**src/hdl/tlvps_pkg.sv**
```systemverilog
// Shared types and constants for the TLV parameter search block.
`default_nettype none

package tlvps_pkg;

   // Length byte value that announces a 16-bit big-endian length
   localparam logic [7:0] LEN_ESCAPE = 8'hff;

   // Command queue between parser and result expander (depth is a power of two)
   localparam int QUEUE_DEPTH       = 4;
   localparam int QUEUE_PTR_WIDTH   = $clog2(QUEUE_DEPTH);
   localparam int QUEUE_COUNT_WIDTH = $clog2(QUEUE_DEPTH + 1);

   localparam logic KIND_VALUE  = 1'b0;
   localparam logic KIND_STATUS = 1'b1;

   typedef enum logic [1:0] {
      STATUS_FOUND     = 2'd0,
      STATUS_NOT_FOUND = 2'd1,
      STATUS_TOO_LONG  = 2'd2,
      STATUS_TRUNCATED = 2'd3
   } status_type;

   // One parsed byte's worth of work: a value beat, a status beat, or both
   typedef struct packed {
      logic       has_value;
      logic       has_status;
      logic [7:0] value;
      status_type status;
   } cmd_type;

   // Queue head as seen by the expander
   typedef struct packed {
      logic    empty;
      cmd_type head;
   } queue_out_type;

endpackage : tlvps_pkg

`default_nettype wire

```
**src/hdl/tlvps_front.sv**
```systemverilog
// Byte parser: walks the TLV entries and issues value/status commands.
`default_nettype none

module tlvps_front (
   input  wire logic             clock,
   input  wire logic             reset,
   input  wire logic             accept,
   input  wire logic [7:0]       data_byte,
   input  wire logic             block_start,
   input  wire logic             block_end,
   input  wire logic [7:0]       want_type,
   input  wire logic [15:0]      max_len,
   output logic                  cmd_push,
   output tlvps_pkg::cmd_type    cmd
);
   import tlvps_pkg::*;

   typedef enum logic [2:0] {
      PH_IDLE  = 3'd0,
      PH_TYPE  = 3'd1,
      PH_LEN   = 3'd2,
      PH_LENHI = 3'd3,
      PH_LENLO = 3'd4,
      PH_VALUE = 3'd5,
      PH_SKIP  = 3'd6,
      PH_DONE  = 3'd7
   } phase_type;

   phase_type   phase_ff, phase_in, phase_cur;
   logic [7:0]  target_ff, target_in, target_cur;
   logic [15:0] limit_ff, limit_in, limit_cur;
   logic        matches_ff, matches_in, matches_cur;
   logic [15:0] len_ff, len_in, len_cur;
   logic [15:0] known_len;
   logic [15:0] len_dec;
   logic        len_complete;

   always_comb begin
      // A block start restarts the search on this very byte
      phase_cur   = block_start ? PH_TYPE : phase_ff;
      target_cur  = block_start ? want_type : target_ff;
      limit_cur   = block_start ? max_len : limit_ff;
      matches_cur = block_start ? 1'b0 : matches_ff;
      len_cur     = block_start ? 16'd0 : len_ff;

      known_len = (phase_cur == PH_LEN) ? {8'h00, data_byte} : {len_cur[15:8], data_byte};
      len_dec   = len_cur - 16'd1;
      len_complete = 1'b0;

      phase_in   = phase_cur;
      target_in  = target_cur;
      limit_in   = limit_cur;
      matches_in = matches_cur;
      len_in     = len_cur;

      cmd.has_value  = 1'b0;
      cmd.has_status = 1'b0;
      cmd.value      = data_byte;
      cmd.status     = STATUS_FOUND;

      case (phase_cur)
         PH_TYPE: begin
            matches_in = (data_byte == target_cur);
            phase_in   = PH_LEN;
            if (block_end) begin
               cmd.has_status = 1'b1;
               cmd.status     = (data_byte == target_cur) ? STATUS_TRUNCATED
                                                          : STATUS_NOT_FOUND;
               phase_in       = PH_DONE;
            end
         end
         PH_LEN: begin
            if (data_byte == LEN_ESCAPE) begin
               phase_in = PH_LENHI;
               if (block_end) begin
                  cmd.has_status = 1'b1;
                  cmd.status     = matches_cur ? STATUS_TRUNCATED : STATUS_NOT_FOUND;
                  phase_in       = PH_DONE;
               end
            end else begin
               len_complete = 1'b1;
            end
         end
         PH_LENHI: begin
            len_in   = {data_byte, 8'h00};
            phase_in = PH_LENLO;
            if (block_end) begin
               cmd.has_status = 1'b1;
               cmd.status     = matches_cur ? STATUS_TRUNCATED : STATUS_NOT_FOUND;
               phase_in       = PH_DONE;
            end
         end
         PH_LENLO: begin
            len_complete = 1'b1;
         end
         PH_VALUE: begin
            cmd.has_value = 1'b1;
            len_in        = len_dec;
            if (len_dec == 16'd0) begin
               cmd.has_status = 1'b1;
               cmd.status     = STATUS_FOUND;
               phase_in       = PH_DONE;
            end else if (block_end) begin
               cmd.has_status = 1'b1;
               cmd.status     = STATUS_TRUNCATED;
               phase_in       = PH_DONE;
            end
         end
         PH_SKIP: begin
            len_in = len_dec;
            if (block_end) begin
               cmd.has_status = 1'b1;
               cmd.status     = STATUS_NOT_FOUND;
               phase_in       = PH_DONE;
            end else if (len_dec == 16'd0) begin
               phase_in = PH_TYPE;
            end
         end
         default: begin
         end
      endcase

      // Entry header complete: check a matched length against the limit, or skip the entry
      if (len_complete) begin
         if (matches_cur) begin
            if (known_len > limit_cur) begin
               cmd.has_status = 1'b1;
               cmd.status     = STATUS_TOO_LONG;
               phase_in       = PH_DONE;
            end else if (known_len == 16'd0) begin
               cmd.has_status = 1'b1;
               cmd.status     = STATUS_FOUND;
               phase_in       = PH_DONE;
            end else begin
               len_in = known_len;
               if (block_end) begin
                  cmd.has_status = 1'b1;
                  cmd.status     = STATUS_TRUNCATED;
                  phase_in       = PH_DONE;
               end else begin
                  phase_in = PH_VALUE;
               end
            end
         end else begin
            len_in = known_len;
            if (block_end) begin
               cmd.has_status = 1'b1;
               cmd.status     = STATUS_NOT_FOUND;
               phase_in       = PH_DONE;
            end else begin
               phase_in = (known_len == 16'd0) ? PH_TYPE : PH_SKIP;
            end
         end
      end

      cmd_push = accept && (cmd.has_value || cmd.has_status);
   end

   always_ff @(posedge clock) begin
      if (reset) begin
         phase_ff <= PH_IDLE;
      end else if (accept) begin
         phase_ff <= phase_in;
      end
      if (accept) begin
         target_ff  <= target_in;
         limit_ff   <= limit_in;
         matches_ff <= matches_in;
         len_ff     <= len_in;
      end
   end

`ifndef ASSERT_OFF
   // Any status ends the search until the next block start
   a_status_ends_search: assert property (@(posedge clock) disable iff (reset)
      cmd_push && cmd.has_status && !(accept && block_start) |=> phase_ff == PH_DONE)
      else $error("parser kept going after a final status");

   // Value beats, and so two results per byte, come only from the value phase
   a_pair_only_from_value: assert property (@(posedge clock) disable iff (reset)
      cmd_push && cmd.has_value |-> phase_cur == PH_VALUE)
      else $error("value beat issued outside the value phase");
`endif

endmodule : tlvps_front

`default_nettype wire

```
**src/hdl/tlvps_queue.sv**
```systemverilog
// Short command queue between the parser and the result expander.
`default_nettype none

module tlvps_queue (
   input  wire logic                 clock,
   input  wire logic                 reset,
   input  wire logic                 push,
   input  wire tlvps_pkg::cmd_type   push_cmd,
   input  wire logic                 pop,
   output logic                      full,
   output tlvps_pkg::queue_out_type  q_out
);
   import tlvps_pkg::*;

   cmd_type                      entries_ff [QUEUE_DEPTH];
   logic [QUEUE_PTR_WIDTH-1:0]   wr_ptr_ff, wr_ptr_in;
   logic [QUEUE_PTR_WIDTH-1:0]   rd_ptr_ff, rd_ptr_in;
   logic [QUEUE_COUNT_WIDTH-1:0] count_ff, count_in;
   logic                         do_push, do_pop;

   always_comb begin
      full        = (count_ff == QUEUE_COUNT_WIDTH'(QUEUE_DEPTH));
      q_out.empty = (count_ff == '0);
      q_out.head  = entries_ff[rd_ptr_ff];
      do_push     = push && !full;
      do_pop      = pop && !q_out.empty;
      wr_ptr_in   = do_push ? wr_ptr_ff + 1'b1 : wr_ptr_ff;
      rd_ptr_in   = do_pop ? rd_ptr_ff + 1'b1 : rd_ptr_ff;
      count_in    = count_ff;
      if (do_push && !do_pop) begin
         count_in = count_ff + 1'b1;
      end else if (do_pop && !do_push) begin
         count_in = count_ff - 1'b1;
      end
   end

   always_ff @(posedge clock) begin
      if (reset) begin
         wr_ptr_ff <= '0;
         rd_ptr_ff <= '0;
         count_ff  <= '0;
      end else begin
         wr_ptr_ff <= wr_ptr_in;
         rd_ptr_ff <= rd_ptr_in;
         count_ff  <= count_in;
      end
      if (do_push) begin
         entries_ff[wr_ptr_ff] <= push_cmd;
      end
   end

`ifndef ASSERT_OFF
   a_no_overflow: assert property (@(posedge clock) disable iff (reset)
      count_ff <= QUEUE_COUNT_WIDTH'(QUEUE_DEPTH))
      else $error("command queue count out of range");
`endif

endmodule : tlvps_queue

`default_nettype wire

```
**src/hdl/tlvps_back.sv**
```systemverilog
// Result expander: turns each queued command into one or two result beats.
`default_nettype none

module tlvps_back (
   input  wire logic                      clock,
   input  wire logic                      reset,
   input  wire tlvps_pkg::queue_out_type  q_out,
   output logic                           q_pop,
   input  wire logic                      pop,
   output logic                           empty,
   output logic                           result_kind,
   output logic [7:0]                     value_byte,
   output tlvps_pkg::status_type          status,
   output logic                           last_of_run
);
   import tlvps_pkg::*;

   // Value beat of a two-beat command already delivered
   logic value_sent_ff, value_sent_in;
   logic show_value;

   always_comb begin
      empty      = q_out.empty;
      show_value = q_out.head.has_value && !value_sent_ff;
      if (show_value) begin
         result_kind = KIND_VALUE;
         value_byte  = q_out.head.value;
         status      = STATUS_FOUND;
         last_of_run = !q_out.head.has_status;
      end else begin
         result_kind = KIND_STATUS;
         value_byte  = 8'h00;
         status      = q_out.head.status;
         last_of_run = 1'b1;
      end
      // Retire the command on its final beat
      q_pop         = pop && !q_out.empty && last_of_run;
      value_sent_in = value_sent_ff;
      if (pop && !q_out.empty) begin
         value_sent_in = !last_of_run;
      end
   end

   always_ff @(posedge clock) begin
      if (reset) begin
         value_sent_ff <= 1'b0;
      end else begin
         value_sent_ff <= value_sent_in;
      end
   end

`ifndef ASSERT_OFF
   a_split_needs_pair: assert property (@(posedge clock) disable iff (reset)
      value_sent_ff |-> !q_out.empty && q_out.head.has_value && q_out.head.has_status)
      else $error("half-delivered command lost its status beat");
`endif

endmodule : tlvps_back

`default_nettype wire

```
**src/hdl/tlv_parameter_search.sv**
```systemverilog
// Top level of the TLV parameter search: parser, command queue, result expander.
//
//  channel  direction  handshake     beat contents
//  req      in         push / full   data byte, block start/end, wanted type, max length
//  rsp      out        pop / empty   result kind, value byte, status, last of run
//
// One input byte is taken per cycle while the 4-entry command queue has room.
// Each byte gives zero, one or two result beats; the expander delivers one beat
// per cycle while pop is high, so a value byte that ends its value or block gives two.
// Results are registered in the command queue and reach the rsp ports from its head.
// Synchronous reset empties the queue and returns the parser to idle.
// A stalled rsp side backs up into the queue and then raises full.
`default_nettype none

module tlv_parameter_search (
   input  wire logic        clock,
   input  wire logic        reset,
   input  wire logic        push,
   output logic             full,
   input  wire logic [7:0]  req_data_byte,
   input  wire logic        req_block_start,
   input  wire logic        req_block_end,
   input  wire logic [7:0]  req_want_type,
   input  wire logic [15:0] req_max_len,
   output logic             empty,
   input  wire logic        pop,
   output logic             rsp_result_kind,
   output logic [7:0]       rsp_value_byte,
   output logic [1:0]       rsp_status,
   output logic             rsp_last_of_run
);
   import tlvps_pkg::*;

   logic          accept;
   logic          cmd_push;
   cmd_type       cmd;
   logic          q_pop;
   queue_out_type q_out;
   status_type    status;

   assign accept     = push && !full;
   assign rsp_status = status;

   tlvps_front u_front (
      .clock       (clock),
      .reset       (reset),
      .accept      (accept),
      .data_byte   (req_data_byte),
      .block_start (req_block_start),
      .block_end   (req_block_end),
      .want_type   (req_want_type),
      .max_len     (req_max_len),
      .cmd_push    (cmd_push),
      .cmd         (cmd)
   );

   tlvps_queue u_queue (
      .clock    (clock),
      .reset    (reset),
      .push     (cmd_push),
      .push_cmd (cmd),
      .pop      (q_pop),
      .full     (full),
      .q_out    (q_out)
   );

   tlvps_back u_back (
      .clock       (clock),
      .reset       (reset),
      .q_out       (q_out),
      .q_pop       (q_pop),
      .pop         (pop),
      .empty       (empty),
      .result_kind (rsp_result_kind),
      .value_byte  (rsp_value_byte),
      .status      (status),
      .last_of_run (rsp_last_of_run)
   );

endmodule : tlv_parameter_search

`default_nettype wire

```
**config.mk**
```make
export PLATFORM = sky130hd
export DESIGN_NAME = tlv_parameter_search
export DESIGN_NICKNAME = d
export VERILOG_FILES = /design/src/hdl/tlvps_pkg.sv /design/src/hdl/tlvps_front.sv /design/src/hdl/tlvps_queue.sv /design/src/hdl/tlvps_back.sv /design/src/hdl/tlv_parameter_search.sv
export SDC_FILE = /design/constraint.sdc
export NUM_CORES = 1
export LEC_CHECK = 0
export BUFFER_PORTS_ARGS = -buffer_cell sky130_fd_sc_hd__buf_2
export CAP_MARGIN = 20
export CORE_MARGIN = 8
export CORE_UTILIZATION = 55
export CTS_BUF_LIST = sky130_fd_sc_hd__clkbuf_8
export CTS_CLUSTER_DIAMETER = 60
export DETAILED_ROUTE_END_ITERATION = 16
export GPL_ROUTABILITY_DRIVEN = 1
export PLACE_DENSITY = 0.8
export SLEW_MARGIN = 10
export SYNTH_ARGS = -nofsm -noshare
export SYNTH_HDL_FRONTEND = slang
export SYNTH_SLANG_ARGS = --single-unit
```
**constraint.sdc**
```tcl
create_clock -name clock -period 6.44 [get_ports clock]
set_input_delay 0 -clock clock [delete_from_list [all_inputs] [get_ports clock]]
set_output_delay 0 -clock clock [all_outputs]
set_load 0.03 [all_outputs]
```
---- Yosys cells after proc, flatten, opt, wreduce, memory -nomap -nowiden ----
Memories as Yosys holds them, arrays and structs flattened. A register that Yosys moved wholly into a read port is not among the register bits.
Cells that the tools add are included.
operators by class
  add/sub/neg operators ................... 5
  order comparisons ....................... 1
  equal/unequal tests ..................... 9
  muxes and demuxes ....................... 65
  reduce and logical (&&, ||, !) cells .... 23
operators with widths
  cell                                                                   number
  16-bit 2-to-1 mux                                                      7
  3-bit 2-to-1 mux                                                       16
  2-bit 2-to-1 mux                                                       18
  16-bit zero test                                                       2
  16-bit one-hot mux with 2 select lines                                 1
  1-bit 2-to-1 mux                                                       17
  16-bit > comparator                                                    1
  8-bit 2-to-1 mux                                                       2
  16-bit by 1-bit subtractor with 16-bit output, second input constant   1
  3-bit one-hot mux with 5 select lines                                  1
  3-bit equality test, second input constant                             4
  2-bit one-hot mux with 5 select lines                                  1
  1-bit logical AND                                                      9
  8-bit equality test                                                    1
  8-bit equality test, second input constant                             1
  1-bit zero test                                                        7
  3-bit by 2-bit equality test with 1-bit output, second input constant  2
  2-bit by 1-bit adder with 2-bit output, second input constant          2
  3-bit by 1-bit adder with 3-bit output, second input constant          1
  3-bit by 1-bit equality test with 1-bit output, second input constant  1
  3-bit zero test                                                        1
  1-bit one-hot mux with 3 select lines                                  1
  3-bit OR reduction                                                     1
  3-bit by 1-bit subtractor with 3-bit output, second input constant     1
  4 further kinds                                                        4
storage, ports and cells
  register bits ........................... 52
  memory bits (writable) .................. 48
  bits of input ports ..................... 38
  output and inout bits ................... 14
  logic and storage cells ................. 113
  memories kept ........................... 1
memory list
  name                words  bits a word  read ports  clocked after memory_dff  wr ports  RTL line           RTL
  u_queue.entries_ff  4      12           1           1                         1         tlvps_queue.sv:15  cmd_type entries_ff [QUEUE_DEPTH];

---- Longest topological paths before layout ----
  word-level depth ........................ 17
  depth in mapped cells ................... 16
  mapped depth without buffers ............ 15

---- Modules after synthesis ----
A second synthesis with hierarchy kept.
unflattened totals
  cells, all modules ...................... 526
  area, all modules ....................... 5989.5 um2
modules (own cells, without submodules)
  module                times used  cells each  area each (um2)  sequential area each (um2)
  tlvps_front           1           394         3614.7           1291.2
  tlvps_queue           1           110         2198.4           1621.6
  tlvps_back            1           21          162.7            20.0
  tlv_parameter_search  1           1           13.8             0.0

---- Least setup slack after synthesis ----
Ideal clock, no wire load.
  path type ............................... input -> register
  start point ............................. in req_block_start
  end point ............................... reg u_queue.count_ff[2]
  setup time .............................. 0.071 ns
  arrival ................................. 3.633 ns
  required time ........................... 6.369 ns
  path slack .............................. 2.737 ns
  cell stages on the path ................. 16
  buffers on the path ..................... 3
  cells stage by stage .................... buf_2 -> buf_1 -> clkbuf_1 -> mux2i_1 -> ha_1 -> nand4_1 -> or3_1 -> a21o_1 -> a31o_2 -> nand2_1 -> ha_1 -> inv_1 -> fa_1 -> xor2_1 -> or3_1 -> a21oi_1
between the ends
  cells in the longest elaborated chain, start to end .. 16
  elaborated cells between the ends (all ways) .. 33
  classes of those cells .................. add/sub: 1; order compare: 1; eq/ne: 6; mux: 15; reduce/logical: 10
ends and longest elaborated chain
  element                                        RTL line                                RTL
  from (decl)                                    tlv_parameter_search.sv:21              input wire logic req_block_start,
  16-bit 2-to-1 mux                              tlvps_front.sv:44                       len_cur = block_start ? 16'd0 : len_ff;
  16-bit by 1-bit subtractor with 16-bit output  tlvps_front.sv:47                       len_dec = len_cur - 16'd1;
  16-bit zero test                               tlvps_front.sv:99                       if (len_dec == 16'd0) begin
  1-bit 2-to-1 mux                               tlvps_front.sv:99
  1-bit one-hot mux with 3 select lines          tlvps_front.sv:61                       case (phase_cur)
  1-bit 2-to-1 mux                               tlvps_front.sv:136, tlvps_front.sv:146
  1-bit 2-to-1 mux                               tlvps_front.sv:130                      end else if (known_len == 16'd0) begin
  1-bit 2-to-1 mux                               tlvps_front.sv:126                      if (known_len > limit_cur) begin
  1-bit 2-to-1 mux                               tlvps_front.sv:125                      if (matches_cur) begin
  1-bit 2-to-1 mux                               tlvps_front.sv:124                      if (len_complete) begin
  1-bit logical OR (*)                           tlvps_front.sv:156                      cmd_push = accept && (cmd.has_value || cmd.has_status);
  1-bit logical AND (*)                          tlvps_front.sv:156
  1-bit logical AND (*)                          tlvps_queue.sv:25                       do_push = push && !full;
  named net u_queue.do_push                      tlvps_queue.sv:19                       logic do_push, do_pop;
  1-bit zero test                                tlvps_queue.sv:32                       end else if (do_pop && !do_push) begin
  1-bit logical AND                              tlvps_queue.sv:32
  2-bit nonzero test (no line)                   -
  to (signal assigned)                           tlvps_queue.sv:45                       count_ff <= count_in;
  to (decl)                                      tlvps_queue.sv:18                       logic [QUEUE_COUNT_WIDTH-1:0] count_ff, count_in;
The timed path passes the listed nets; every way through them passes the cells marked *.
A chain may end at the register's enable or synchronous reset.

---- Final worst setup path ----
  start point ............................. reg u_front.phase_ff[1]
  end point ............................... reg u_front.len_ff[1], data pin
between the ends
  cells in the longest elaborated chain, start to end .. 8
  elaborated cells between the ends (all ways) .. 16
  classes of those cells .................. order compare: 1; eq/ne: 5; mux: 8; reduce/logical: 2
ends and longest elaborated chain
  element                                                      RTL line            RTL
  from (decl)                                                  tlvps_front.sv:29   phase_type phase_ff, phase_in, phase_cur;
  from (signal assigned)                                       tlvps_front.sv:163  phase_ff <= phase_in;
  3-bit 2-to-1 mux (*)                                         tlvps_front.sv:40   phase_cur = block_start ? PH_TYPE : phase_ff;
  branches (longest 6 deep; another with 16-bit > comparator)  -
  16-bit 2-to-1 mux (*)                                        tlvps_front.sv:124
  named net u_front.len_in[1]                                  tlvps_front.sv:33   logic [15:0] len_ff, len_in, len_cur;
  to (signal assigned)                                         tlvps_front.sv:169  len_ff <= len_in;
  to (decl)                                                    tlvps_front.sv:33
Mark *: on every way through the listed nets, which the timed path passes.

==> impl_metrics.tcl <==
set metrics [dict create \
    io_buffer_count 51 \
    die_w_um 120 \
    slew_headroom_pct 46.9 \
    drt_iter0_drc 364 \
    final_nets 670 \
    grt_overflow 0 \
    numCtsBuffers 9 \
    hold_viol_final 0 \
    dr.pass1.iters 6 \
    met1_usage_pct 25.2 \
    drc_errors 0 \
    htreeDepth 3 \
    p_per_area_nw_per_um2 292 \
    viasPerCell 6.19 \
    whs_path_depth 1 \
    path_max_fanout 18 \
    synthArstFlopShare_pct 0 \
    ys_ff_latch 102 \
    whs_ns 0.0195 \
    whs_endpoint "u_queue.entries_ff[0][6]" \
    fmax_ghz 0.235 \
    timing.rr.end "u_front.len_ff[1]" \
    worst_setup_hold_path_clk_slew_ns 0.10 \
    syn_nets 600 \
    cp.arrival_ns 4.39 \
    leakagePower_uw 0.00261 \
    grt_pass1_vias 4775 \
    postRouteAntennaNets 0 \
    layout_common_cells "edfxtp_1 (89), buf_2 (51), inv_1 (34)" \
    wl_per_cell_um 19.7 \
    ioPinCount 52 \
    vias 4659 \
    met2_usage_pct 35.3 \
    grt_pass1_wl_um 24500 \
    die-height_um 120 \
    grt_max_degree 47 \
    clock_latency_ns 0.38 \
    finalSetupViolCount 0 \
    r2r-start "u_front.phase_ff[1]" \
    ys_seq_area_share_pct 49.2 \
    dieArea_um2 14400 \
    worst_setup_path_end_kind "register" \
    cts_setup_buffers 0 \
    cpPeakStageDelay_ns 0.71 \
    clock-sinks 102 \
    initial_core_util_pct 55.7 \
    post-route-period-util_pct 66.1 \
    routed_wl_um 14800 \
    globalRouteMet3Util_pct 5.17 \
    synthDistinctLibCells 72 \
    final_common_cell "edfxtp_1" \
    fin_crit_ns 4.26 \
    required_ns 6.57 \
    cap_violations 0 \
    place_hpwl_um 10000 \
    status "finished clean" \
    startpoint_type "register" \
    track_usage_pct 21.1 \
    placementRows 38 \
    coreArea_um2 10700 \
    cp_slowest_cell "dfxtp_1" \
    cts-root-buf "clkbuf_8" \
    ir_worst_vdd_v 0.000149 \
    synth_edf_count 89 \
    grt_antenna_before_repair 0 \
    synth_area_um2 5960 \
    crit_chain "and2b_1 -> a21oi_2 -> and2_1 -> ha_1 -> nand4_1 -> or3_1 -> a21o_1 -> a311oi_1 -> buf_4 -> or2_1 -> mux2_2" \
    worst_clock_skew_ns 0.0214 \
    yosys_warnings 0 \
    rsz0062_at_grt "no" \
    grt-busiest-layer "met2" \
    worstSetupPathType "register to register" \
    reg2regPathDepth 11 \
    cts_tree "done" \
    syn-mean-instance-area_um2 11.1 \
    place.gp.congestion 0.955 \
    diodes 0 \
    hold_start "req_data_byte[4]" \
    synth_ff_type "edfxtp_1" \
    tns_ns 0 \
    area_growth_pct 14.0 \
    syn_inst 538 \
    layout-drive-gt1-share_pct 18.6 \
    clockBufferDepth 2 \
    slew_violations 0 \
    hold_class "input pin to register" \
    worstMarginPinSlew_ns 0.796 \
    reg2reg_slack_ns 2.18 \
]
## cell type report
cell class                 instances  area [um2]
clock buffer                       9         124
clock inverter                     7        78.8
fill                             822        3900
inverter                          36         135
multi-input combinational        374        2770
sequential                       102        2930
tap                              140         175
timing repair buffer              85         583
## sequential cells by signal (all words and copies together) (netlist names), named ones only
| signal | cells |
|---|---|
| u_queue.entries_ff | 48 |
| u_back.value_sent_ff | 1 |
| u_front.target_ff | 8 |
| u_front.limit_ff | 16 |
| u_front.matches_ff | 1 |
| u_queue.rd_ptr_ff | 2 |
| u_front.phase_ff | 3 |
| u_queue.wr_ptr_ff | 2 |
| u_front.len_ff | 16 |
| u_queue.count_ff | 3 |
## where the power goes
part           internal (uW)  leakage (uW)  switching, uW
Sequential               825      0.000949            101
Combinational            258       0.00156            369
Clock                    186      0.000105            242
Total                   1270       0.00261            711
## worst max-delay path by stage
stage | startpoint | to | slack [ns] | cells after the start
2_1_floorplan | req_block_start | u_queue.count_ff[2] | 2.74 | 16
4_1_cts | u_front.phase_ff[1] | u_queue.count_ff[2] | 2.29 | 15
5_1_grt | u_front.phase_ff[1] | u_queue.count_ff[2] | 1.99 | 15
3_3_place_gp | u_front.phase_ff[1] | u_front.len_ff[8] | 2.49 | 11
3_5_place_dp | u_front.phase_ff[1] | u_queue.count_ff[2] | 2.33 | 15
6_report | u_front.phase_ff[1] | u_front.len_ff[1] | 2.18 | 11
## synth_stat cells (8+ instances only)
master | n | area share [%]
nor2_1 | 30 | 1.9
nor4_1 | 8 | 0.84
xnor2_1 | 9 | 1.3
and3_1 | 10 | 1.0
o21ai_0 | 31 | 2.6
inv_1 | 34 | 2.1
clkbuf_1 | 14 | 0.88
and2_1 | 16 | 1.7
nor3_1 | 22 | 1.8
nand4_1 | 10 | 1.0
nand2_1 | 33 | 2.1
mux4_2 | 12 | 4.5
a21oi_1 | 30 | 2.5
mux2i_1 | 19 | 3.2
dfxtp_1 | 13 | 4.4
mux2_2 | 15 | 2.8
a31oi_1 | 10 | 1.0
nand3_1 | 8 | 0.67
edfxtp_1 | 89 | 45
ha_1 | 23 | 4.8
## cells by family (layout without fill, tap and decap cells)
group,count (synthesis),in the layout,synth area share (%)
flops,102,102,49.2
compound gates,121,121,13.2
mux,46,46,10.6
xor+xnor,14,14,2.06
fa+ha+maj,24,24,5.17
buf+inv,62,137,4.37
simple gates,169,169,15.4
## per-stage QoR
stage | setup WS (ns) | util (%) | instance area (um2) | instances | power (uW)
floorplan | 2.74 | - | 5960 | 538 | 1370
global placement | 2.49 | 58.9 | 6300 | 708 | 1520
detailed placement | 2.33 | 58.9 | 6300 | 708 | 1540
CTS | 2.29 | 63.5 | 6790 | 753 | 1970
global route | 1.99 | 63.5 | 6790 | 753 | 2080
finish | 2.18 | 63.5 | 6790 | 753 | 1980
## what timing repair did
action,in CTS,in global routing
gates resized for setup,0,0
hold buffers,29,0
setup endpoints to repair,0,0
endpoints found under the hold margin,50,0
## per-layer routing
metal  vias to the layer above  wire length [um]
met5                         -                 0
li1                       2179                 -
met1                      2197              5770
met4                         0               476
met2                       237              7340
met3                        46              1250
## worst max-delay path, delay by kind of cell, from the launching register on
family          cells  cell delay [ns]
mux                 1             0.40
buf+inv             1             0.25
simple gates        5             1.66
compound gates      3             0.63
flops               1             0.71
fa+ha+maj           1             0.36
Note: power is estimated with default switching activity, not from simulation.
